==> src/sv/dotq_pkg.sv <==
// shared types, constants and helpers for the deadline ordered frame timer queue
package dotq_pkg;

  localparam int QUEUE_DEPTH = 16;
  localparam int DELAY_BITS  = 16;
  localparam int SLOT_BITS   = (QUEUE_DEPTH > 1) ? $clog2(QUEUE_DEPTH) : 1;

  localparam logic [31:0] DELAY_MAX32 = 32'((64'd1 << DELAY_BITS) - 64'd1);

  // operation codes
  localparam logic [1:0] OP_TICK  = 2'd0;
  localparam logic [1:0] OP_PUSH  = 2'd1;
  localparam logic [1:0] OP_CLEAR = 2'd2;

  // result status codes
  localparam logic STATUS_SENT = 1'b0;
  localparam logic STATUS_FULL = 1'b1;

  typedef struct packed {
    logic [1:0]  operation;
    logic [31:0] frame_id;
    logic [3:0]  frame_length;
    logic [63:0] frame_payload;
    logic [15:0] delay_ticks;
  } in_item_t;

  typedef struct packed {
    logic [31:0] out_id;
    logic [3:0]  out_length;
    logic [63:0] out_payload;
    logic        status;
    logic        last_of_run;
  } out_item_t;

  typedef struct packed {
    logic [31:0]           id;
    logic [3:0]            length;
    logic [63:0]           payload;
    logic [DELAY_BITS-1:0] countdown;
    logic [SLOT_BITS-1:0]  slot;
  } entry_t;

  typedef struct packed {
    logic   valid;
    logic   due;
    entry_t ent;
  } cell_state_t;

  typedef struct packed {
    logic insert;
    logic remove;
    logic mark;
    logic dec;
    logic clear;
  } cell_cmd_t;

  // links passed from one cell to the next
  typedef struct packed {
    logic lt;
    logic gone;
  } cell_link_t;

  typedef enum logic [2:0] {
    ST_IDLE,
    ST_MARK,
    ST_EMIT,
    ST_DEC,
    ST_INS,
    ST_REJ,
    ST_CLR
  } state_t;

  // clamp a requested delay to the countdown width
  function automatic logic [DELAY_BITS-1:0] sat_delay(input logic [15:0] d);
    logic [31:0] dx;
    dx = 32'(d);
    if (dx > DELAY_MAX32) begin
      sat_delay = '1;
    end else begin
      sat_delay = DELAY_BITS'(dx);
    end
  endfunction

endpackage

==> src/sv/dotq_cell.sv <==
// one queue cell: holds a frame, stays sorted by (id, slot) with its neighbors
module dotq_cell import dotq_pkg::*; (
  input  logic        clk,
  input  logic        rst_n,
  input  cell_cmd_t   cmd,
  input  entry_t      new_ent,
  input  cell_state_t prev_st,
  input  cell_state_t next_st,
  input  cell_link_t  prev_link,
  output cell_state_t st_o,
  output cell_link_t  link_o,
  output logic        first_o
);

  logic   valid_r, valid_nxt;
  logic   due_r, due_nxt;
  entry_t ent_r, ent_nxt;

  always_comb begin
    link_o.lt   = !valid_r || ({new_ent.id, new_ent.slot} < {ent_r.id, ent_r.slot});
    link_o.gone = prev_link.gone | due_r;
    first_o     = due_r & !prev_link.gone;
  end

  always_comb begin
    valid_nxt = valid_r;
    due_nxt   = due_r;
    ent_nxt   = ent_r;
    if (cmd.clear) begin
      valid_nxt = 1'b0;
      due_nxt   = 1'b0;
    end else if (cmd.insert) begin
      if (prev_link.lt) begin
        valid_nxt = prev_st.valid;
        due_nxt   = prev_st.due;
        ent_nxt   = prev_st.ent;
      end else if (link_o.lt) begin
        valid_nxt = 1'b1;
        due_nxt   = 1'b0;
        ent_nxt   = new_ent;
      end
    end else if (cmd.remove) begin
      // cells from the removed one upward shift down by one
      if (link_o.gone) begin
        valid_nxt = next_st.valid;
        due_nxt   = next_st.due;
        ent_nxt   = next_st.ent;
      end
    end else if (cmd.mark) begin
      due_nxt = valid_r && (ent_r.countdown == '0);
    end else if (cmd.dec) begin
      if (valid_r && (ent_r.countdown != '0)) begin
        ent_nxt.countdown = ent_r.countdown - DELAY_BITS'(1);
      end
    end
  end

  always_ff @(posedge clk) begin
    if (!rst_n) begin
      valid_r <= 1'b0;
      due_r   <= 1'b0;
    end else begin
      valid_r <= valid_nxt;
      due_r   <= due_nxt;
    end
  end

  always_ff @(posedge clk) begin
    ent_r <= ent_nxt;
  end

  assign st_o = '{valid: valid_r, due: due_r, ent: ent_r};

endmodule

==> config.mk <==
export PLATFORM = sky130hd
export DESIGN_NAME = dotq_cell
export DESIGN_NICKNAME = d
export VERILOG_FILES = /design/src/sv/dotq_pkg.sv /design/src/sv/dotq_cell.sv
export SDC_FILE = /design/constraint.sdc
export NUM_CORES = 1
export LEC_CHECK = 0
export BUFFER_PORTS_ARGS = -buffer_cell sky130_fd_sc_hd__clkbuf_2
export CAP_MARGIN = 20
export CORE_AREA = 2 2 195 197
export CTS_BUF_LIST = sky130_fd_sc_hd__clkbuf_8
export CTS_CLUSTER_DIAMETER = 100
export DETAILED_ROUTE_END_ITERATION = 12
export DIE_AREA = 0 0 197 199
export HOLD_SLACK_MARGIN = 0.02
export PLACE_DENSITY = 0.47
export REMOVE_ABC_BUFFERS = 1
export SKIP_CTS_REPAIR_TIMING = 1
export SLEW_MARGIN = 20
export SYNTH_ARGS = -nofsm -noshare
export SYNTH_HDL_FRONTEND = slang
export SYNTH_SLANG_ARGS = --single-unit
==> constraint.sdc <==
create_clock -name clk -period 26.9 [get_ports clk]
set_input_delay 5.38 -clock clk [delete_from_list [all_inputs] [get_ports clk]]
set_output_delay 5.38 -clock clk [all_outputs]
set_load 0.01 [all_outputs]
==> flow_summary.ini <==
[hold_path]
hold_path_depth = 2
holdPathEnd = due_r$_SDFFE_PP0P_
hold_class = register to register
worstHoldStart = due_r$_SDFFE_PP0P_

[die]
die_h_um = 199
fp.dieW_um = 197
start_util = 0.202
io_pins = 498
core-area_sq_um = 37100
die_area_sq_um = 39200
rows = 71

[clock_tree]
clk_pin_slew_ps = 70
cts_tree = yes
cts_buffer_depth = 2
cts_sinks = 122
cts_root_buf = clkbuf_8
h-tree-depth = 4
numCtsBuffers = 17
clk_latency_ps = 450

[synth]
synth_top_flop_cell = edfxtp_1
synth_edf_count = 120
yosys.area_share.adder = 0.0600
synthXorXnorAreaFrac = 0.0128
ys_types = 43
synthArstFlopShare = 0
ys_ff_latch = 122
synth_top_family_by_area = multiplexers
synth_compound_area_frac = 0.127
netlist_area_sq_um = 7510
ys_warn_count = 0
synthCells = 736
synth_seq_area_share = 0.485
post_synth_and_or_nand_nor_area_fraction = 0.105
synth.avg_cell_area_sq_um = 10.2
synthMuxAreaShare = 0.162

[power_and_ir_drop]
irDropWorstVdd_v = 0.0000272
power.density_nw_per_um2 = 46.5
power.total_uw = 504
power_leakage_uw = 0.00526

[drt]
ant_nets = 0
drc = 0
wl_per_cell_um = 16.1
drtIter0Drc = 250
wl_um = 27300
drt-pass1-iter-count = 5
vias = 7135
viasPerCell = 4.20

[worst_setup_path]
cp-end-kind = output port
r2r-start = st_o[91]$_DFFE_PP_
worst_r2r_path_depth = 11
rrSetupSlack_ps = 22910
path_class = input pin to output port
cp_data_arrival_time_ps = 7530
startpoint = new_ent[98]
required_ps = 21520
worstReg2RegEnd = st_o[42]$_DFFE_PP_
startpoint_type = input pin
path_max_fanout = 3

[cells_and_area]
final_core_util = 0.291
nets = 1621
fillerInstances = 4053
area_growth_pct = 44.0
drive_above_1_share = 0.441

[sta]
hold_slack_ps = 529
max_freq_mhz = 77.4
hold_violations = 0
layout_min_cycle_time_ps = 12910
finClkSkew_ps = 11.4
slew_violations = 0
slew_headroom = 0.347
rsz0062_at_grt = false
setup_viol = 0
tns_ps = 0
worstMarginPinSlew_ps = 979
period_share = 0.480

[place]
place_hpwl_um = 22200
place_congestion = 0.857
port_buffers = 497

[run_status]
status = complete, no violations

[global_routing]
track_usage = 0.135
grt_pass1_vias = 6900
grt_first_pass_wirelength_um = 39400
antenna_found_initial = 2
grt_max_degree = 104
grt_overflow_total = 0

[run]
drv_cap = 0
[where the power goes]
part	total (uW)	leakage [uW]	internal [uW]	switching (uW)
Sequential	232	0.00114	226	6.32
Clock	161	0.000194	80.7	80.2
Combinational	110	0.00392	51.0	59.3
Total	504	0.00526	358	146
[area by class of cell]
class | count | area [sq um] | share of cell area
Sequential cell | 122 | 3640 | 0.337
Multi-Input combinational cell | 528 | 3510 | 0.324
Timing Repair Buffer | 504 | 2550 | 0.236
Tap cell | 474 | 593 | 0.0548
Clock buffer | 17 | 234 | 0.0216
Inverter | 39 | 146 | 0.0135
Clock inverter | 15 | 138 | 0.0127
Antenna cell | 1 | 2.50 | 0.000231
[cell usage after synthesis, types with 2 or more instances]
library cell  count  share of area
nand3b_1          3         0.0030
or3_1             2         0.0017
mux2i_1         118           0.16
ha_1             36          0.060
buf_4             5         0.0050
o22ai_1           2         0.0017
buf_1            11         0.0055
nor2_1          131          0.065
edfxtp_1        120           0.48
mux2_2            3         0.0045
a221oi_1          3         0.0035
inv_1            39          0.019
nand2_1          22          0.011
clkbuf_1         26          0.013
nand4_1           5         0.0042
o21ai_0          11         0.0073
a211oi_1         15          0.015
buf_6             2         0.0030
nand3_1           2         0.0013
a21oi_1         137          0.091
o211ai_1          2         0.0020
a21o_1            2         0.0020
nor2b_1           3         0.0025
xor2_1            6         0.0070
dfxtp_1           2         0.0053
nor4_1            3         0.0025
nor3_1            4         0.0027
buf_2             2         0.0013
xnor2_1           5         0.0058
[routing by layer]
metal	vias up	routed length, um	track usage
met5	-	0	0
met4	0	211	0.0354
met3	10	1470	0.0376
met2	252	13800	0.231
met1	3232	11800	0.167
li1	3641	-	-
[sequential cells by signal, summed over array words and instances (netlist names)]
register	cells
st_o	120
due_r	1
valid_r	1
[worst max path at each step]
stage / to / slack, ps / cells after the start
2_1_floorplan: st_o[0]$_DFFE_PP_ / 12520 / 8
3_3_place_gp: link_o[1] / 14080 / 9
3_5_place_dp: link_o[1] / 13960 / 9
4_1_cts: link_o[1] / 13950 / 9
5_1_grt: link_o[1] / 13730 / 9
6_report: link_o[1] / 13990 / 9
[metrics by stage]
| stage | cell area (sq um) | std cells | worst slack (ps) |
|---|---|---|---|
| 2_1_floorplan | 7290 | 689 | 12520 |
| 3_3_place_gp | 10400 | 1667 | 14080 |
| 6_report | 10800 | 1700 | 13990 |
| 5_1_grt | 10800 | 1699 | 13730 |
| 3_5_place_dp | 10400 | 1667 | 13960 |
| 4_1_cts | 10800 | 1699 | 13950 |
[worst max-delay path, cell delays in order]
cell,delay (ps)
clkbuf_2,100
ha_1,310
nand4_1,150
nor4_1,510
o311ai_0,290
o211ai_1,220
a31oi_1,230
nand2b_1,220
clkbuf_2,140
[cells by family after synthesis]
kind of cell / count (synthesis)
AND/OR/NAND/NOR: 184
AO/OA/AOI/OAI: 176
flip-flops: 122
multiplexers: 121
buffers and inverters: 86
adder cells (fa/ha/maj): 36
XOR/XNOR: 11
[placed cells by master, fill, tap and decap left out, types with 6 or more instances in the layout]
master / synthesis / routed
a211oi_1: 15 / 14
a21oi_1: 137 / 137
buf_4: 5 / 7
clkbuf_2: 0 / 495
clkbuf_8: 1 / 17
edfxtp_1: 120 / 120
ha_1: 36 / 36
inv_1: 39 / 43
mux2i_1: 118 / 118
nand2_1: 22 / 22
nor2_1: 131 / 131
o21ai_0: 11 / 11
xor2_1: 6 / 6
Power figures use the tool's default switching activity.
